**src/rtl/core/ceus_pkg.sv**
```systemverilog
// Package for the escape decoder: character codes, mode and register types,
// and the small decode functions. No dependencies.
package ceus_pkg;

    localparam int LENGTH_WIDTH_DEF = 16;
    localparam int OUTQ_DEPTH       = 4;     // result queue, power of two, >= 2
    localparam int CFG_INDEX_WIDTH  = 3;
    localparam int CFG_DATA_WIDTH   = 8;

    // characters
    localparam logic [7:0] CH_NUL       = 8'h00;
    localparam logic [7:0] CH_BACKSLASH = 8'h5C;
    localparam logic [7:0] CH_X         = 8'h78;
    localparam logic [7:0] CH_0         = 8'h30;
    localparam logic [7:0] CH_7         = 8'h37;
    localparam logic [7:0] CH_9         = 8'h39;
    localparam logic [7:0] CH_LA        = 8'h61;
    localparam logic [7:0] CH_LB        = 8'h62;
    localparam logic [7:0] CH_LF        = 8'h66;
    localparam logic [7:0] CH_LN        = 8'h6E;
    localparam logic [7:0] CH_LR        = 8'h72;
    localparam logic [7:0] CH_LT        = 8'h74;
    localparam logic [7:0] CH_LV        = 8'h76;
    localparam logic [7:0] CH_UA        = 8'h41;
    localparam logic [7:0] CH_UF        = 8'h46;

    // control codes
    localparam logic [7:0] CC_BEL = 8'h07;
    localparam logic [7:0] CC_BS  = 8'h08;
    localparam logic [7:0] CC_FF  = 8'h0C;
    localparam logic [7:0] CC_LF  = 8'h0A;
    localparam logic [7:0] CC_CR  = 8'h0D;
    localparam logic [7:0] CC_HT  = 8'h09;
    localparam logic [7:0] CC_VT  = 8'h0B;

    typedef enum logic [CFG_INDEX_WIDTH-1:0] {
        CFG_DBCS_ENABLE   = 3'd0,
        CFG_LEAD_ONE_LOW  = 3'd1,
        CFG_LEAD_ONE_HIGH = 3'd2,
        CFG_LEAD_TWO_LOW  = 3'd3,
        CFG_LEAD_TWO_HIGH = 3'd4
    } cfg_index_t;

    typedef enum logic [4:0] {
        M_PLAIN = 5'b00001,
        M_ESC   = 5'b00010,
        M_HEX   = 5'b00100,
        M_OCT   = 5'b01000,
        M_TRAIL = 5'b10000
    } mode_t;

    typedef struct packed {
        logic       dbcs_enable;
        logic [7:0] lead_one_low;
        logic [7:0] lead_one_high;
        logic [7:0] lead_two_low;
        logic [7:0] lead_two_high;
    } lead_cfg_t;

    // results of one decode step: up to two, slot 0 first
    typedef struct packed {
        logic [1:0] n_res;
        logic [7:0] dat0;
        logic       end0;
        logic [7:0] dat1;
        logic       end1;
    } step_res_t;

    typedef struct packed {
        logic       hit;
        logic [3:0] val;
    } hex_t;

    typedef struct packed {
        logic       hit;
        logic [7:0] code;
    } esc_map_t;

    function automatic hex_t hex_digit(input logic [7:0] b);
        hex_t h;
        h.hit = 1'b1;
        if (b >= CH_0 && b <= CH_9)
            h.val = b[3:0];
        else if ((b >= CH_LA && b <= CH_LF) || (b >= CH_UA && b <= CH_UF))
            h.val = 4'(b[3:0] + 4'd9);
        else
        begin
            h.hit = 1'b0;
            h.val = 4'd0;
        end
        return h;
    endfunction

    function automatic esc_map_t esc_code(input logic [7:0] b);
        esc_map_t e;
        e.hit = 1'b1;
        case (b)
            CH_LA:   e.code = CC_BEL;
            CH_LB:   e.code = CC_BS;
            CH_LF:   e.code = CC_FF;
            CH_LN:   e.code = CC_LF;
            CH_LR:   e.code = CC_CR;
            CH_LT:   e.code = CC_HT;
            CH_LV:   e.code = CC_VT;
            default:
            begin
                e.hit  = 1'b0;
                e.code = CH_NUL;
            end
        endcase
        return e;
    endfunction

    function automatic logic is_lead(input logic [7:0] b, input lead_cfg_t c);
        return c.dbcs_enable && b[7] &&
               ((b >= c.lead_one_low && b <= c.lead_one_high) ||
                (b >= c.lead_two_low && b <= c.lead_two_high));
    endfunction

endpackage

```
**src/rtl/core/ceus_decode.sv**
```systemverilog
// Decode step of the escape decoder: mode, digit and length state, and the
// logic that turns one byte into zero, one or two results. Uses ceus_pkg.
module ceus_decode #(
    parameter int LENGTH_WIDTH = ceus_pkg::LENGTH_WIDTH_DEF
) (
    input  logic                    clk,
    input  logic                    rst_n,
    input  logic                    step_go,
    input  logic [7:0]              byte_in,
    input  ceus_pkg::lead_cfg_t     lead_cfg,
    output ceus_pkg::step_res_t     res,
    output logic [LENGTH_WIDTH-1:0] end_length
);
    import ceus_pkg::*;

    localparam logic [LENGTH_WIDTH+1:0] LEN_MAX = {2'b00, {LENGTH_WIDTH{1'b1}}};

    mode_t                   mode_reg, mode_next;
    logic [7:0]              digit_reg, digit_next;
    logic [LENGTH_WIDTH-1:0] count_reg, count_next;

    hex_t                    hx;
    esc_map_t                em;
    logic                    oct_dig;
    logic                    lead;
    logic                    is_nul;
    logic [1:0]              n_data;
    logic                    do_end;
    logic [LENGTH_WIDTH+1:0] count_sum;
    logic [LENGTH_WIDTH-1:0] count_sat;

    assign hx      = hex_digit(byte_in);
    assign em      = esc_code(byte_in);
    assign oct_dig = (byte_in >= CH_0) && (byte_in <= CH_7);
    assign lead    = is_lead(byte_in, lead_cfg);
    assign is_nul  = (byte_in == CH_NUL);

    always_comb
    begin
        mode_next  = mode_reg;
        digit_next = digit_reg;
        res        = '0;
        n_data     = 2'd0;
        do_end     = 1'b0;
        unique case (mode_reg)
            M_ESC:
            begin
                mode_next = M_PLAIN;
                if (em.hit)
                begin
                    res.n_res = 2'd1;
                    res.dat0  = em.code;
                    n_data    = 2'd1;
                end
                else if (byte_in == CH_X)
                begin
                    mode_next  = M_HEX;
                    digit_next = 8'd0;
                end
                else if (oct_dig)
                begin
                    mode_next  = M_OCT;
                    digit_next = {5'd0, byte_in[2:0]};
                end
                else if (is_nul)
                begin
                    res.n_res = 2'd1;
                    res.end0  = 1'b1;
                    do_end    = 1'b1;
                end
                else
                begin
                    res.n_res = 2'd1;
                    res.dat0  = byte_in;
                    n_data    = 2'd1;
                    mode_next = lead ? M_TRAIL : M_PLAIN;
                end
            end
            M_HEX, M_OCT:
            begin
                if (mode_reg == M_HEX && hx.hit)
                    digit_next = {digit_reg[3:0], hx.val};
                else if (mode_reg == M_OCT && oct_dig)
                    digit_next = {digit_reg[4:0], byte_in[2:0]};
                else
                begin
                    // run ended: emit the value, then treat this byte afresh
                    res.n_res  = 2'd1;
                    res.dat0   = digit_reg;
                    n_data     = 2'd1;
                    digit_next = 8'd0;
                    mode_next  = M_PLAIN;
                    if (byte_in == CH_BACKSLASH)
                        mode_next = M_ESC;
                    else if (is_nul)
                    begin
                        res.n_res = 2'd2;
                        res.end1  = 1'b1;
                        do_end    = 1'b1;
                    end
                    else
                    begin
                        res.n_res = 2'd2;
                        res.dat1  = byte_in;
                        n_data    = 2'd2;
                        mode_next = lead ? M_TRAIL : M_PLAIN;
                    end
                end
            end
            M_TRAIL:
            begin
                res.n_res = 2'd1;
                mode_next = M_PLAIN;
                if (is_nul)
                begin
                    res.end0 = 1'b1;
                    do_end   = 1'b1;
                end
                else
                begin
                    res.dat0 = byte_in;
                    n_data   = 2'd1;
                end
            end
            M_PLAIN:
            begin
                if (byte_in == CH_BACKSLASH)
                    mode_next = M_ESC;
                else if (is_nul)
                begin
                    res.n_res = 2'd1;
                    res.end0  = 1'b1;
                    do_end    = 1'b1;
                end
                else
                begin
                    res.n_res = 2'd1;
                    res.dat0  = byte_in;
                    n_data    = 2'd1;
                    mode_next = lead ? M_TRAIL : M_PLAIN;
                end
            end
            default:
                mode_next = M_PLAIN;
        endcase
        if (do_end)
        begin
            mode_next  = M_PLAIN;
            digit_next = 8'd0;
        end
    end

    // data bytes of this step count before a terminator of the same step
    assign count_sum  = {2'b00, count_reg} + {{LENGTH_WIDTH{1'b0}}, n_data};
    assign count_sat  = (count_sum > LEN_MAX) ? {LENGTH_WIDTH{1'b1}}
                                              : count_sum[LENGTH_WIDTH-1:0];
    assign end_length = count_sat;
    assign count_next = do_end ? '0 : count_sat;

    always_ff @(posedge clk or negedge rst_n)
    begin
        if (!rst_n)
        begin
            mode_reg  <= M_PLAIN;
            digit_reg <= 8'd0;
            count_reg <= '0;
        end
        else if (step_go)
        begin
            mode_reg  <= mode_next;
            digit_reg <= digit_next;
            count_reg <= count_next;
        end
    end

endmodule

```
**src/rtl/core/ceus_outq.sv**
```systemverilog
// Result queue of the escape decoder: takes up to two entries per cycle,
// hands out one per cycle. Uses ceus_pkg for nothing but the default depth.
module ceus_outq #(
    parameter int WIDTH = 8,
    parameter int DEPTH = ceus_pkg::OUTQ_DEPTH
) (
    input  logic             clk,
    input  logic             rst_n,
    input  logic [1:0]       wr_cnt,
    input  logic [WIDTH-1:0] wr_data0,
    input  logic [WIDTH-1:0] wr_data1,
    input  logic             rd_pop,
    output logic             rd_valid,
    output logic [WIDTH-1:0] rd_data,
    output logic             room_two
);
    localparam int PW = $clog2(DEPTH);
    localparam int CW = $clog2(DEPTH + 1);

    logic [WIDTH-1:0] mem_reg [DEPTH];
    logic [PW-1:0]    wr_ptr_reg, wr_ptr_next;
    logic [PW-1:0]    rd_ptr_reg, rd_ptr_next;
    logic [CW-1:0]    count_reg, count_next;
    logic [PW-1:0]    wr_ptr_inc;

    assign wr_ptr_inc  = wr_ptr_reg + PW'(1);
    assign wr_ptr_next = wr_ptr_reg + PW'(wr_cnt);
    assign rd_ptr_next = rd_ptr_reg + PW'(rd_pop);
    assign count_next  = count_reg + CW'(wr_cnt) - CW'(rd_pop);

    assign rd_valid = (count_reg != '0);
    assign rd_data  = mem_reg[rd_ptr_reg];
    assign room_two = (count_reg <= CW'(DEPTH - 2));

    always_ff @(posedge clk)
    begin
        if (wr_cnt != 2'd0)
            mem_reg[wr_ptr_reg] <= wr_data0;
        if (wr_cnt == 2'd2)
            mem_reg[wr_ptr_inc] <= wr_data1;
    end

    always_ff @(posedge clk or negedge rst_n)
    begin
        if (!rst_n)
        begin
            wr_ptr_reg <= '0;
            rd_ptr_reg <= '0;
            count_reg  <= '0;
        end
        else
        begin
            wr_ptr_reg <= wr_ptr_next;
            rd_ptr_reg <= rd_ptr_next;
            count_reg  <= count_next;
        end
    end

endmodule

```
**src/rtl/core/c_escape_unslash_stream_top.sv**
```systemverilog
// Top level of the C escape sequence decoder: config registers, input
// register, decode step and result queue. Uses ceus_pkg, ceus_decode, ceus_outq.
//
//   channel | handshake                  | payload
//   --------+----------------------------+----------------------------------
//   in      | in_valid / in_stall        | in_byte
//   out     | out_valid / out_stall      | out_byte, run_last, string_end,
//           |                            | decoded_length
//   cfg     | cfg_wr_en (no wait)        | cfg_index, cfg_wdata
//
// One request per cycle in and out while neither side stalls. An accepted
// request is held in the input register until the queue has room for two
// results, then decoded into the result queue, which drives out_valid.
// A request that ends a hex or octal run with a byte other than a backslash
// produces two results, which leave the queue in order.
// The input register holds its request while the queue has fewer than two
// free entries, so in_stall comes only from output back-pressure.
// rst_n clears the decode state and the queue and sets the config registers to their defaults.
module c_escape_unslash_stream_top #(
    parameter int LENGTH_WIDTH = ceus_pkg::LENGTH_WIDTH_DEF
) (
    input  logic                                 clk,
    input  logic                                 rst_n,
    input  logic                                 cfg_wr_en,
    input  logic [ceus_pkg::CFG_INDEX_WIDTH-1:0] cfg_index,
    input  logic [ceus_pkg::CFG_DATA_WIDTH-1:0]  cfg_wdata,
    input  logic                                 in_valid,
    output logic                                 in_stall,
    input  logic [7:0]                           in_byte,
    output logic                                 out_valid,
    input  logic                                 out_stall,
    output logic [7:0]                           out_byte,
    output logic                                 run_last,
    output logic                                 string_end,
    output logic [LENGTH_WIDTH-1:0]              decoded_length
);
    import ceus_pkg::*;

    // queue entry: {byte, run_last, string_end, length}
    localparam int QW = 8 + 2 + LENGTH_WIDTH;

    lead_cfg_t               cfg_reg;
    logic                    in_vld_reg;
    logic [7:0]              in_byte_reg;
    logic                    take;
    logic                    step_go;
    logic                    room_two;
    step_res_t               res;
    logic [LENGTH_WIDTH-1:0] end_length;
    logic [1:0]              wr_cnt;
    logic [QW-1:0]           wr_data0;
    logic [QW-1:0]           wr_data1;
    logic [QW-1:0]           rd_data;
    logic                    pop;

    // configuration writes; unknown indexes are dropped
    always_ff @(posedge clk or negedge rst_n)
    begin
        if (!rst_n)
        begin
            cfg_reg.dbcs_enable   <= 1'b0;
            cfg_reg.lead_one_low  <= 8'd129;
            cfg_reg.lead_one_high <= 8'd159;
            cfg_reg.lead_two_low  <= 8'd224;
            cfg_reg.lead_two_high <= 8'd252;
        end
        else if (cfg_wr_en)
        begin
            unique case (cfg_index)
                CFG_DBCS_ENABLE:   cfg_reg.dbcs_enable   <= cfg_wdata[0];
                CFG_LEAD_ONE_LOW:  cfg_reg.lead_one_low  <= cfg_wdata;
                CFG_LEAD_ONE_HIGH: cfg_reg.lead_one_high <= cfg_wdata;
                CFG_LEAD_TWO_LOW:  cfg_reg.lead_two_low  <= cfg_wdata;
                CFG_LEAD_TWO_HIGH: cfg_reg.lead_two_high <= cfg_wdata;
                default:           ;
            endcase
        end
    end

    // input register: decoded as soon as the queue can take two results
    assign step_go  = in_vld_reg && room_two;
    assign in_stall = in_vld_reg && !room_two;
    assign take     = in_valid && !in_stall;

    always_ff @(posedge clk or negedge rst_n)
    begin
        if (!rst_n)
            in_vld_reg <= 1'b0;
        else if (take)
            in_vld_reg <= 1'b1;
        else if (step_go)
            in_vld_reg <= 1'b0;
    end

    always_ff @(posedge clk)
    begin
        if (take)
            in_byte_reg <= in_byte;
    end

    ceus_decode #(
        .LENGTH_WIDTH (LENGTH_WIDTH)
    ) u_decode (
        .clk        (clk),
        .rst_n      (rst_n),
        .step_go    (step_go),
        .byte_in    (in_byte_reg),
        .lead_cfg   (cfg_reg),
        .res        (res),
        .end_length (end_length)
    );

    // run_last marks the final result of a request; length only with the NUL
    assign wr_cnt   = step_go ? res.n_res : 2'd0;
    assign wr_data0 = {res.dat0, (res.n_res == 2'd1), res.end0,
                       (res.end0 ? end_length : {LENGTH_WIDTH{1'b0}})};
    assign wr_data1 = {res.dat1, 1'b1, res.end1,
                       (res.end1 ? end_length : {LENGTH_WIDTH{1'b0}})};

    assign pop = out_valid && !out_stall;

    ceus_outq #(
        .WIDTH (QW),
        .DEPTH (OUTQ_DEPTH)
    ) u_outq (
        .clk      (clk),
        .rst_n    (rst_n),
        .wr_cnt   (wr_cnt),
        .wr_data0 (wr_data0),
        .wr_data1 (wr_data1),
        .rd_pop   (pop),
        .rd_valid (out_valid),
        .rd_data  (rd_data),
        .room_two (room_two)
    );

    assign out_byte       = rd_data[QW-1 -: 8];
    assign run_last       = rd_data[LENGTH_WIDTH+1];
    assign string_end     = rd_data[LENGTH_WIDTH];
    assign decoded_length = rd_data[LENGTH_WIDTH-1:0];

endmodule

```
**config.mk**
```make
export PLATFORM = sky130hd
export DESIGN_NAME = c_escape_unslash_stream_top
export DESIGN_NICKNAME = d
export VERILOG_FILES = /design/src/rtl/core/ceus_pkg.sv /design/src/rtl/core/ceus_decode.sv /design/src/rtl/core/ceus_outq.sv /design/src/rtl/core/c_escape_unslash_stream_top.sv
export SDC_FILE = /design/constraint.sdc
export NUM_CORES = 1
export LEC_CHECK = 0
export ABC_AREA = 1
export BUFFER_PORTS_ARGS = -buffer_cell sky130_fd_sc_hd__buf_2
export CAP_MARGIN = 20
export CELL_PAD_IN_SITES_DETAIL_PLACEMENT = 1
export CELL_PAD_IN_SITES_GLOBAL_PLACEMENT = 1
export CORE_ASPECT_RATIO = 1.5
export CORE_UTILIZATION = 51
export CTS_BUF_LIST = sky130_fd_sc_hd__clkbuf_4
export CTS_CLUSTER_DIAMETER = 80
export DETAILED_ROUTE_END_ITERATION = 6
export PLACE_DENSITY = 0.93
export SKIP_CTS_REPAIR_TIMING = 1
export SLEW_MARGIN = 20
export SYNTH_ARGS = -nofsm -noshare
export SYNTH_HDL_FRONTEND = slang
export SYNTH_HIERARCHICAL = 1
export SYNTH_SLANG_ARGS = --single-unit
```
**constraint.sdc**
```tcl
create_clock -name clk -period 7.2 [get_ports clk]
set_input_delay 0.72 -clock clk [delete_from_list [all_inputs] [get_ports clk]]
set_output_delay 0.72 -clock clk [all_outputs]
set_load 0.005 [all_outputs]
```
==> results by group <==
Critical path
  – Crit path buffers/inverters: 7
  – Crit-path slowest cell: edfxtp_1
  – Family with the most delay on the worst path: simple AND/OR/NAND/NOR gates
  – Critical path class: flip-flop to flip-flop
  – Reg-to-reg startpoint: in_byte_reg[1]
  – Cell Chain, Critical Path: inv_1 -> ha_1 -> nor2_1 -> nor2_1 -> o21ai_2 -> nand2_1 -> nand2_1 -> nand2_2 -> inv_2 -> nand2_2 -> inv_1 -> inv_1 -> nor2_1 -> inv_2 -> nor2_8 -> buf_4 -> nand2_4 -> nand2_1 -> buf_4
  – Worst path max stage delay: 580 ps
  – Critical Path RT: 7460 ps
  – Worst reg-to-reg path cell count: 19
  – Worst R2R Setup Slack: 2040 ps
  – Max Fanout on Critical Path: 61
  – Setup crit end kind: flip-flop
  – R2R Path End: u_outq/mem_reg[3][7]
  – CP Launch Type: flip-flop
  – Arrival time worst endpoint: 5420 ps

Timing
  – Max Fclk: 193.8 MHz
  – Final Hold Fails: 0
  – Crit path time final: 5160 ps
  – Clock Skews: 37.55 ps
  – Setup-failing EPs final: 0
  – Slew headroom: 24.87%
  – Post-Route Setup TNS: 0 ps
  – RSZ-0062 raised after global routing: false
  – Worst-Margin Slew: 1127 ps
  – Max-slew violations: 0
  – Final critical-path share of the clock period: 71.67%
  – Hold_ws: 285.5 ps
  – PnR worst setup slack: 2040 ps

Job
  – MaxCap Viol Count: 0

Placed design
  – Placed Cells: 1834
  – Place WS: 2010 ps
  – HPWL Detailed: 26260 um
  – # port buffers: 51
  – Placer congestion estimate: 0.9342

Route
  – DRT antenna net count: 0
  – WL final: 34420 um
  – DRC: 0
  – Starting DRT DRC Count: 616
  – Vias/cell: 5.499
  – Routed len/inst: 18.44 um
  – First-pass iteration count of the detailed router: 7
  – Routed via count: 10.27k

Layout
  – Ratio of cells with drive above 1 in the final layout: 10.94%
  – Final Non-Filler Cells: 1867
  – Most common cell after layout, fill and taps aside: nand2_1
  – Commonest cells after routing, fill and taps aside: nand2_1, inv_1, nand3_1, edfxtp_1, nor2_1
  – Nets: 1646
  – Largest register FFs: 104
  – Synthesis-to-layout area growth: 5.486%

Clock network
  – CTS tree: done
  – Clk root buf: clkbuf_4
  – Maximum root-to-sink buffer count: 2
  – H-tree depth: 4
  – Worst-path clk slew: 140 ps
  – Number of clock buffers inserted by TritonCTS: 17
  – Clock Sink Count: 182
  – Clk_lat worst skew: 620 ps

Synthesis
  – Synthesized cell area: 11590 um^2
  – Register area share after synthesis: 44.34%
  – Synth cell types: 45
  – Yosys Warn Count: 6
  – EDFF count, synth: 112
  – Synth async-reset ratio: 38.46%
  – Cell taking the most area after synthesis: edfxtp_1
  – Synthesized area per cell: 7.461 um^2
  – Post-synth top area share: 29.02%
  – Top cells by area, synth: edfxtp_1, nand2_1, dfrtp_1, nand3_1, inv_1
  – Post-Syn Instances: 1553
  – #FFs+latches synth: 182
  – Top_reg_cell synth: edfxtp_1

Global route
  – Vias in the first global route: 10.80k
  – Initial antenna violation count: 1
  – Largest net degree at the start of global routing: 81
  – GRT Total Usage: 30.54%
  – Grt ovf: 0
  – First-pass GRT wire length: 55500 um

Die
  – Core area: 22300 um^2
  – Io pins: 52
  – Std-Cell Rows: 67
  – Width of the die: 125.1 um
  – Initial Utilization: 51.96%
  – Die area: 23340 um^2
  – Die Y: 186.6 um

Run status
  – Status: completed

Hold path
  – Hold Path Class: input port to asynchronous set/reset pin

Pwr
  – Pwr dens: 286.6 nW/um^2
  – Leak: 6.423 nW
  – VDD IR max: 164.8 uV
  – Total Power: 3.503 mW
-- logic make-up after synthesis --
logic type	share of synthesized area, %
compound gates	3.952
flops	44.34
fa+ha+maj	4.989
buf+inv	10.44
xor+xnor	1.134
simple gates	35.12
other cells	0.03236
-- worst max-delay path by stage --
| stage | to | slack (ps) | depth (start not counted) | start |
|---|---|---|---|---|
| 6_report | u_outq/mem_reg[3][7] | 2040 | 19 | in_byte_reg[1] |
| 5_1_grt | u_outq/mem_reg[3][12] | 1600 | 19 | in_byte_reg[1] |
| 4_1_cts | u_outq/mem_reg[0][9] | 1950 | 17 | in_byte_reg[1] |
| 3_5_place_dp | u_outq/mem_reg[0][12] | 2010 | 17 | in_byte_reg[1] |
| 3_3_place_gp | u_outq/mem_reg[2][12] | 2310 | 14 | in_byte_reg[0] |
| 2_1_floorplan | u_outq/mem_reg[2][12] | 3450 | 22 | in_byte_reg[0] |
-- layer usage --
| layer | part of all wire [%] | track usage, % | routed length, um | vias up |
|---|---|---|---|---|
| li1 | - | - | - | 4930 |
| met1 | 38 | 33.48 | 13100 | 4970 |
| met2 | 55 | 58.83 | 19090 | 287 |
| met3 | 3.5 | 3.698 | 1217 | 79 |
| met4 | 3.0 | 12.20 | 1016 | 0 |
| met5 | 0 | 0 | 0 | - |
-- layout make-up --
type                    instances  area, um^2
inverters                     234       878.3
multi-input cells            1082        5256
fillers                      2861       10080
diodes                          1       2.502
clock inverters                13       128.9
repair buffers                 60       330.3
flip-flops and latches        182        5139
well taps                     276       345.3
clock buffers                  19       142.6
-- synth_stat cells (14+ instances only) --
cell,n
dfstp_2,18
nand3_1,198
nand2_1,606
a21oi_1,17
dfrtp_1,52
clkbuf_1,16
buf_2,27
inv_1,228
or2_2,26
xor2_1,14
o21ai_0,40
ha_1,43
edfxtp_1,112
nor2_1,54
-- power by group --
part / switching (mW) / total (mW) / internal [mW] / leakage, nW
combinational: 0.999 / 1.48 / 0.477 / 4.35
sequential: 0.139 / 1.45 / 1.32 / 1.93
clock: 0.361 / 0.572 / 0.211 / 0.146
total: 1.50 / 3.50 / 2.00 / 6.42
-- per-stage QoR --
stage | utilization, % | area (um^2)
2_1_floorplan | - | 11600
3_3_place_gp | 53.50 | 11930
3_5_place_dp | 53.56 | 11940
4_1_cts | 54.78 | 12220
5_1_grt | 54.81 | 12220
6_report | 54.81 | 12220
(Power assumes the default switching activity.)
